===== src/p2r_pkg.sv =====
// ----------------------------------------------------------------------------
// p2r_pkg
// Types, format codes and YUV coefficients for the pixel format converter.
// ----------------------------------------------------------------------------
package p2r_pkg;

    typedef enum logic [2:0] {
        FMT_RGB24  = 3'd0,
        FMT_BGR24  = 3'd1,
        FMT_RGB32  = 3'd2,
        FMT_BGR32  = 3'd3,
        FMT_RGB565 = 3'd4,
        FMT_RGB555 = 3'd5,
        FMT_YUYV   = 3'd6
    } t_fmt;

    localparam int          REG_FMT     = 0;
    localparam int          FIFO_DEPTH  = 2;
    localparam int          FIFO_AW     = $clog2(FIFO_DEPTH);
    localparam int          PROD_W      = 27;
    localparam int          SUM_W       = 28;

    // Q16 coefficients, combined factors rounded to nearest
    localparam logic signed [18:0] K_Y  = 19'sd76309;
    localparam logic signed [18:0] K_R  = 19'sd104187;
    localparam logic signed [18:0] K_GU = 19'sd25564;
    localparam logic signed [18:0] K_GV = 19'sd53060;
    localparam logic signed [18:0] K_B  = 19'sd131683;

    typedef struct packed {
        logic [31:0] source_word;
        logic        line_end;
    } t_in_word;

    typedef struct packed {
        logic [7:0] red;
        logic [7:0] green;
        logic [7:0] blue;
        logic       last_of_run;
        logic       line_done;
    } t_pixel;

    // classified word: byte formats carry r,g,b in a,b,c; YUYV carries Y0,U,Y1,V
    typedef struct packed {
        logic       yuv;
        logic [7:0] a;
        logic [7:0] b;
        logic [7:0] c;
        logic [7:0] d;
        logic       line_end;
    } t_op;

    typedef struct packed {
        logic push;
        t_op  op;
    } t_push;

    typedef struct packed {
        logic vld;
        logic full;
        t_op  head;
    } t_q_stat;

endpackage


===== src/p2r_front.sv =====
// ----------------------------------------------------------------------------
// p2r_front
// Accepts source words and classifies them by pixel format into queue ops.
// ----------------------------------------------------------------------------
module p2r_front import p2r_pkg::*; (
    input  logic     i_take,
    input  t_in_word i_word,
    input  t_fmt     i_fmt,
    output t_push    o_push
);

    logic [7:0]  b0, b1, b2, b3;
    logic [15:0] h;

    assign b0 = i_word.source_word[7:0];
    assign b1 = i_word.source_word[15:8];
    assign b2 = i_word.source_word[23:16];
    assign b3 = i_word.source_word[31:24];
    assign h  = i_word.source_word[15:0];

    always_comb begin
        o_push.push        = i_take;
        o_push.op.yuv      = 1'b0;
        o_push.op.a        = b0;
        o_push.op.b        = b1;
        o_push.op.c        = b2;
        o_push.op.d        = b3;
        o_push.op.line_end = i_word.line_end;
        case (i_fmt)
            FMT_RGB24, FMT_RGB32: begin
            end
            FMT_BGR24, FMT_BGR32: begin
                o_push.op.a = b2;
                o_push.op.c = b0;
            end
            FMT_RGB565: begin
                o_push.op.a = {h[15:11], 3'b000};
                o_push.op.b = {h[10:5], 2'b00};
                o_push.op.c = {h[4:0], 3'b000};
            end
            FMT_RGB555: begin
                o_push.op.a = {h[14:10], 3'b000};
                o_push.op.b = {h[9:5], 3'b000};
                o_push.op.c = {h[4:0], 3'b000};
            end
            FMT_YUYV: begin
                o_push.op.yuv = 1'b1;
            end
            default: begin
                o_push.push = 1'b0;
            end
        endcase
    end

endmodule


===== src/p2r_fifo.sv =====
// ----------------------------------------------------------------------------
// p2r_fifo
// Short queue of classified words between front and back.
// ----------------------------------------------------------------------------
module p2r_fifo import p2r_pkg::*; (
    input  logic    i_clk,
    input  logic    i_rst_n,
    input  t_push   i_push,
    input  logic    i_pop,
    output t_q_stat o_stat
);

    t_op                  r_mem [FIFO_DEPTH];
    logic [FIFO_AW-1:0]   r_wr, r_rd;
    logic [FIFO_AW:0]     r_cnt, n_cnt;
    logic                 do_push, do_pop;

    assign do_pop  = i_pop && (r_cnt != '0);
    assign do_push = i_push.push && (r_cnt != (FIFO_AW+1)'(FIFO_DEPTH));

    always_comb begin
        n_cnt = r_cnt;
        if (do_push && !do_pop) begin
            n_cnt = r_cnt + 1'b1;
        end else if (do_pop && !do_push) begin
            n_cnt = r_cnt - 1'b1;
        end
    end

    always_ff @(posedge i_clk) begin
        if (!i_rst_n) begin
            r_wr  <= '0;
            r_rd  <= '0;
            r_cnt <= '0;
        end else begin
            r_cnt <= n_cnt;
            if (do_push) begin
                r_wr <= (r_wr == FIFO_AW'(FIFO_DEPTH-1)) ? '0 : r_wr + 1'b1;
            end
            if (do_pop) begin
                r_rd <= (r_rd == FIFO_AW'(FIFO_DEPTH-1)) ? '0 : r_rd + 1'b1;
            end
        end
    end

    always_ff @(posedge i_clk) begin
        if (do_push) begin
            r_mem[r_wr] <= i_push.op;
        end
    end

    assign o_stat.vld  = (r_cnt != '0);
    assign o_stat.full = (r_cnt == (FIFO_AW+1)'(FIFO_DEPTH));
    assign o_stat.head = r_mem[r_rd];

endmodule


===== src/p2r_back.sv =====
// ----------------------------------------------------------------------------
// p2r_back
// Emits pixels from queued ops: products stage, then sum/clamp output stage.
// ----------------------------------------------------------------------------
module p2r_back import p2r_pkg::*; (
    input  logic    i_clk,
    input  logic    i_rst_n,
    input  t_q_stat i_stat,
    output logic    o_pop,
    output logic    o_valid,
    output t_pixel  o_pixel
);

    logic                     r_sub;
    logic                     last;
    logic [7:0]               y;
    logic signed [9:0]        dy;
    logic signed [8:0]        du, dv;

    logic                     r_s1_vld, r_s1_yuv, r_s1_last, r_s1_done;
    logic [23:0]              r_s1_rgb;
    logic signed [PROD_W-1:0] r_ly, r_pr, r_pgu, r_pgv, r_pb;

    logic signed [SUM_W-1:0]  sum_r, sum_g, sum_b;
    logic                     r_out_vld;
    t_pixel                   r_out, n_out;

    function automatic logic [7:0] clamp_q16(input logic signed [SUM_W-1:0] acc);
        logic [7:0] v;
        if (acc[SUM_W-1]) begin
            v = 8'd0;
        end else if (acc[SUM_W-2:24] != '0) begin
            v = 8'hff;
        end else begin
            v = acc[23:16];
        end
        return v;
    endfunction

    assign last  = !i_stat.head.yuv || r_sub;
    assign o_pop = i_stat.vld && last;
    assign y     = r_sub ? i_stat.head.c : i_stat.head.a;
    assign dy    = $signed({2'b00, y}) - 10'sd16;
    assign du    = $signed({1'b0, i_stat.head.b}) - 9'sd128;
    assign dv    = $signed({1'b0, i_stat.head.d}) - 9'sd128;

    always_ff @(posedge i_clk) begin
        if (!i_rst_n) begin
            r_sub     <= 1'b0;
            r_s1_vld  <= 1'b0;
            r_out_vld <= 1'b0;
        end else begin
            if (i_stat.vld && i_stat.head.yuv) begin
                r_sub <= !r_sub;
            end
            r_s1_vld  <= i_stat.vld;
            r_out_vld <= r_s1_vld;
        end
    end

    always_ff @(posedge i_clk) begin
        r_s1_yuv  <= i_stat.head.yuv;
        r_s1_last <= last;
        r_s1_done <= last && i_stat.head.line_end;
        r_s1_rgb  <= {i_stat.head.a, i_stat.head.b, i_stat.head.c};
        r_ly      <= PROD_W'(K_Y)  * PROD_W'(dy);
        r_pr      <= PROD_W'(K_R)  * PROD_W'(dv);
        r_pgu     <= PROD_W'(K_GU) * PROD_W'(du);
        r_pgv     <= PROD_W'(K_GV) * PROD_W'(dv);
        r_pb      <= PROD_W'(K_B)  * PROD_W'(du);
        r_out     <= n_out;
    end

    assign sum_r = SUM_W'(r_ly) + SUM_W'(r_pr);
    assign sum_g = SUM_W'(r_ly) - SUM_W'(r_pgu) - SUM_W'(r_pgv);
    assign sum_b = SUM_W'(r_ly) + SUM_W'(r_pb);

    always_comb begin
        n_out.last_of_run = r_s1_last;
        n_out.line_done   = r_s1_done;
        if (r_s1_yuv) begin
            n_out.red   = clamp_q16(sum_r);
            n_out.green = clamp_q16(sum_g);
            n_out.blue  = clamp_q16(sum_b);
        end else begin
            n_out.red   = r_s1_rgb[23:16];
            n_out.green = r_s1_rgb[15:8];
            n_out.blue  = r_s1_rgb[7:0];
        end
    end

    assign o_valid = r_out_vld;
    assign o_pixel = r_out;

endmodule


===== src/pixel_format_to_rgb24_top.sv =====
// ----------------------------------------------------------------------------
// pixel_format_to_rgb24_top
// Converts captured source words to RGB24 pixels under a format register.
//
//   channel  | handshake             | payload
//   ---------+-----------------------+------------------------------
//   input    | start / busy          | i_word  (t_in_word)
//   result   | o_valid strobe        | o_pixel (t_pixel)
//   config   | APB, pready tied high | pwdata[2:0] -> pixel_format
//
// Path from accepted word to first pixel: queue, products, sum/clamp output.
// One word per cycle for byte and 16-bit formats; YUYV words give two pixels,
// one per cycle, set by the back end's single multiplier set.
// busy rises when the 2-entry queue is full. Results cannot be stalled.
// Synchronous active-low reset clears control state and sets format RGB24.
// ----------------------------------------------------------------------------
module pixel_format_to_rgb24_top import p2r_pkg::*; (
    input  logic        i_clk,
    input  logic        i_rst_n,
    input  logic        start,
    output logic        busy,
    input  t_in_word    i_word,
    output logic        o_valid,
    output t_pixel      o_pixel,
    input  logic        psel,
    input  logic        penable,
    input  logic        pwrite,
    input  logic [2:0]  paddr,
    input  logic [31:0] pwdata,
    output logic [31:0] prdata,
    output logic        pready
);

    t_fmt    r_fmt;
    t_push   push;
    t_q_stat stat;
    logic    pop;
    logic    take;
    logic    reg_sel;

    assign pready  = 1'b1;
    assign reg_sel = (paddr[2] == 1'(REG_FMT));

    always_ff @(posedge i_clk) begin
        if (!i_rst_n) begin
            r_fmt <= FMT_RGB24;
        end else if (psel && penable && pwrite && pready && reg_sel) begin
            r_fmt <= t_fmt'(pwdata[2:0]);
        end
    end

    assign prdata = reg_sel ? {29'd0, r_fmt} : 32'd0;
    assign busy   = stat.full;
    assign take   = start && !busy;

    p2r_front u_front (
        .i_take (take),
        .i_word (i_word),
        .i_fmt  (r_fmt),
        .o_push (push)
    );

    p2r_fifo u_fifo (
        .i_clk   (i_clk),
        .i_rst_n (i_rst_n),
        .i_push  (push),
        .i_pop   (pop),
        .o_stat  (stat)
    );

    p2r_back u_back (
        .i_clk   (i_clk),
        .i_rst_n (i_rst_n),
        .i_stat  (stat),
        .o_pop   (pop),
        .o_valid (o_valid),
        .o_pixel (o_pixel)
    );

endmodule


===== config.mk =====
export PLATFORM = sky130hd
export DESIGN_NAME = pixel_format_to_rgb24_top
export DESIGN_NICKNAME = d
export VERILOG_FILES = /design/src/p2r_pkg.sv /design/src/p2r_front.sv /design/src/p2r_fifo.sv /design/src/p2r_back.sv /design/src/pixel_format_to_rgb24_top.sv
export SDC_FILE = /design/constraint.sdc
export NUM_CORES = 1
export LEC_CHECK = 0
export ABC_AREA = 1
export CELL_PAD_IN_SITES_DETAIL_PLACEMENT = 0
export CELL_PAD_IN_SITES_GLOBAL_PLACEMENT = 2
export CORE_AREA = 2 2 318 320
export DETAILED_ROUTE_END_ITERATION = 10
export DIE_AREA = 0 0 320 322
export DONT_BUFFER_PORTS = 1
export PLACE_DENSITY = 0.57
export SYNTH_ARGS = -nofsm -noshare
export SYNTH_HDL_FRONTEND = slang
export SYNTH_HIERARCHICAL = 1
export SYNTH_SLANG_ARGS = --single-unit

===== constraint.sdc =====
create_clock -name i_clk -period 7.3 [get_ports i_clk]
set_input_delay 1.095 -clock i_clk [delete_from_list [all_inputs] [get_ports i_clk]]
set_output_delay 1.095 -clock i_clk [all_outputs]
set_load 0.01 [all_outputs]

==> flow_summary.ini <==
[timing]
grt_setup_unrepaired = no
period_needed_ns = 6.048
setup-tns-final_ns = 0
hold_violations = 0
worstMarginPinSlew_ns = 1.145
clock.fmax_ghz = 0.1654
relSlewSlack_pct = 23.45
fin_skew_ns = 0.03181
setup_viol = 0
finalCritPeriodShare_pct = 82.85
worst_slack_ns = 1.252
slew_violations = 0

[yosys]
synthFlopType = dfxtp_1
yosys.area_share.xor_xnor_pct = 3.538
synth_top_family_by_area = adder cells
synth_edf_count = 68
synthCells = 3002
yosysTopAreaCell = ha_1
synth-simple-area-share_pct = 19.21
seq_area_frac_synth_pct = 23.45
synthTopCellsByArea = ha_1, dfxtp_1, fa_1, nand2_1, edfxtp_1
yosysTopAreaCellShare_pct = 21.99
synth-compound-area-share_pct = 7.506
post_synth.cell_area_avg_um2 = 8.245
ys_seq_elements = 256
synthDistinctLibCells = 59
synth.top_cells.by_count = nand2_1, inv_1, ha_1
synth-adder-area-share_pct = 34.20
ys_async_sr_fraction_pct = 0
yosysMostFrequentCell = nand2_1
ys_warn_count = 6
synth.cell_area_um2 = 24750
synth_mux_area_share_pct = 2.123

[setup_path]
crit_type = flop to flop
slowest_delay_ns = 0.54
cp_common_cell = inv_1
crit_chain = buf_4 -> mux2_4 -> o21ai_0 -> buf_4 -> ha_1 -> nand3_1 -> inv_1 -> ha_1 -> inv_1 -> fa_1 -> inv_1 -> fa_1 -> inv_1 -> fa_1 -> inv_1 -> ha_1 -> ha_1 -> a21oi_1 -> o21ai_0 -> a21oi_1 -> nand2_1 -> a21oi_1 -> xor2_1
crit_path_end_kind = flop
worst_setup_path_start_kind = flop
cp_slowest_cell = fa_1
crit_fanout = 21
required_ns = 7.77
cp.arrival_ns = 6.52

[placement]
place_hpwl_um = 67990
dpl_cell_area_um2 = 26130
gp_congestion = 0.8365
port_buffers = 0
place_inst = 4285
pre_cts_ws_ns = 1.179

[cts]
cts-root-buf = clkbuf_16
ctsHoldBuffers = 0
cts_resized = 0
cts_buffer_depth = 3
clock_sinks = 256
clkLatencyLatePin_ns = 0.57
cts_made_buffers = 34
path_clk_slew_ns = 0.05
cts_setup_buffers = 0
cts_tree = yes
htree_levels = 2

[drt]
ant_nets = 0
via_count = 19010
wl_per_cell_um = 18.31
wl_um = 79540
via_per_inst = 4.374
drc = 0
drtIter0Drc = 936
dr.pass1.iters = 5

[floorplan]
die_x_um = 320
row_count = 116
ios = 135
die-area_um2 = 103000
initial_utilization_pct = 24.86
die_h_um = 322
core_area_um2 = 99570

[layout]
seq_area_um2 = 5807
nets = 3683
final_cell_count_no_fill = 4345
fillers = 10820
drive_gt1_share_pct = 5.911
final_cell_area_um2 = 27240
syn_to_final_growth_pct = 10.05
multi_input_area_um2 = 16610

[grt]
grt_pass1_vias = 20010
met2_usage_pct = 26.46
met3_usage_pct = 2.188
antenna_found_initial = 2
grt_max_degree = 35
grt_use_total_pct = 15.55
grt_first_pass_wirelength_um = 120400
grt-ovfl-total = 0
groute.layer.met1.usage_pct = 20.38
busiest_layer = met2

[hold_path]
min_path_type = flop to flop

[outcome]
status = finished, final reports clean

[run]
drv_cap = 0
==> worst max-delay path: cells and delay by family, from the launching register on <==
family / cells / cell delay (ns)
xor+xnor: 1 / 0.17
buf+inv: 7 / 1.18
simple gates: 2 / 0.27
fa+ha+maj: 7 / 2.72
compound gates: 5 / 0.87
mux: 1 / 0.35
flops: 1 / 0.35
==> state kept, by name, summed over array words and instances, names as in the netlist, named ones only <==
register,flops
u_fifo/r_mem,68
u_back/r_ly,27
u_back/r_pb,27
u_back/r_pr,27
u_back/o_pixel,26
u_back/r_pgv,23
u_back/r_s1_rgb,23
u_back/r_pgu,21
r_fmt,3
u_fifo/r_cnt,2
u_back/o_valid,1
u_back/r_s1_done,1
u_back/r_s1_last,1
u_back/r_s1_vld,1
u_back/r_s1_yuv,1
u_back/r_sub,1
u_fifo/r_rd,1
u_fifo/r_wr,1
==> area by class of cell <==
type,instances,share of cell area (%)
multi-input cells,2181,60.97
repair buffers,7,0.1929
flip-flops and latches,256,21.32
diodes,2,0.01837
well taps,1298,5.962
clock inverters,17,0.8038
inverters,543,7.482
clock buffers,41,3.256
==> kinds of logic (layout without fill, tap and decap cells) <==
group / after synthesis / count (layout)
simple gates: 1101 / 1101
buf+inv: 593 / 608
fa+ha+maj: 586 / 586
compound gates: 327 / 327
flops: 256 / 256
xor+xnor: 100 / 100
mux: 37 / 37
other cells: 2 / 32
==> final timing paths <==
kind / start / end / slack (ns) / cells after the start
max: flop / u_back/r_ly[23] / 1.25 / 23
min reg2reg: u_back/r_s1_done / u_back/o_pixel[0] / 0.35 / 0
min: u_back/r_s1_done / u_back/o_pixel[0] / 0.35 / 0
max reg2reg: flop / u_back/r_ly[23] / 1.25 / 23
==> routing by layer <==
layer | vias up | share of wire, %
li1 | 9700 | -
met1 | 8923 | 47
met4 | 0 | 3.0
met3 | 79 | 3.4
met5 | - | 0
met2 | 304 | 46
==> placed cells by master, fill, tap and decap left out, types with 5 or more instances in the layout <==
| master | instances |
|---|---|
| o21a_1 | 5 |
| nand2_2 | 15 |
| or2_2 | 8 |
| nor3_2 | 6 |
| edfxtp_1 | 68 |
| xnor2_1 | 33 |
| a21o_1 | 13 |
| clkbuf_16 | 34 |
| xor2_1 | 67 |
| inv_2 | 11 |
| o21ai_0 | 73 |
| dfxtp_1 | 187 |
| clkbuf_1 | 6 |
| nor2_2 | 22 |
| conb_1 | 30 |
| fa_1 | 151 |
| o21bai_1 | 23 |
| nand2_1 | 660 |
| nand3_1 | 110 |
| mux2_4 | 30 |
| nor2_4 | 6 |
| inv_1 | 532 |
| a21oi_2 | 7 |
| a31oi_1 | 5 |
| clkinv_2 | 6 |
| ha_1 | 435 |
| nor3_1 | 19 |
| a21oi_1 | 159 |
| nand4_1 | 70 |
| nand3b_1 | 9 |
| o21ai_1 | 11 |
| o22ai_1 | 6 |
| o21ai_2 | 5 |
| buf_4 | 7 |
| nor2_1 | 161 |
==> stage by stage <==
step | utilization, % | hold slack [ns]
5_1_grt | 27.36 | 0.3657
6_report | 27.36 | 0.3470
3_3_place_gp | 26.24 | 0.3185
3_5_place_dp | 26.24 | 0.3121
4_1_cts | 27.36 | 0.3415
2_1_floorplan | - | 0.3096
Power is not shown: default switching activity piles up to over one toggle a cycle in this logic, so the estimate is an artifact.
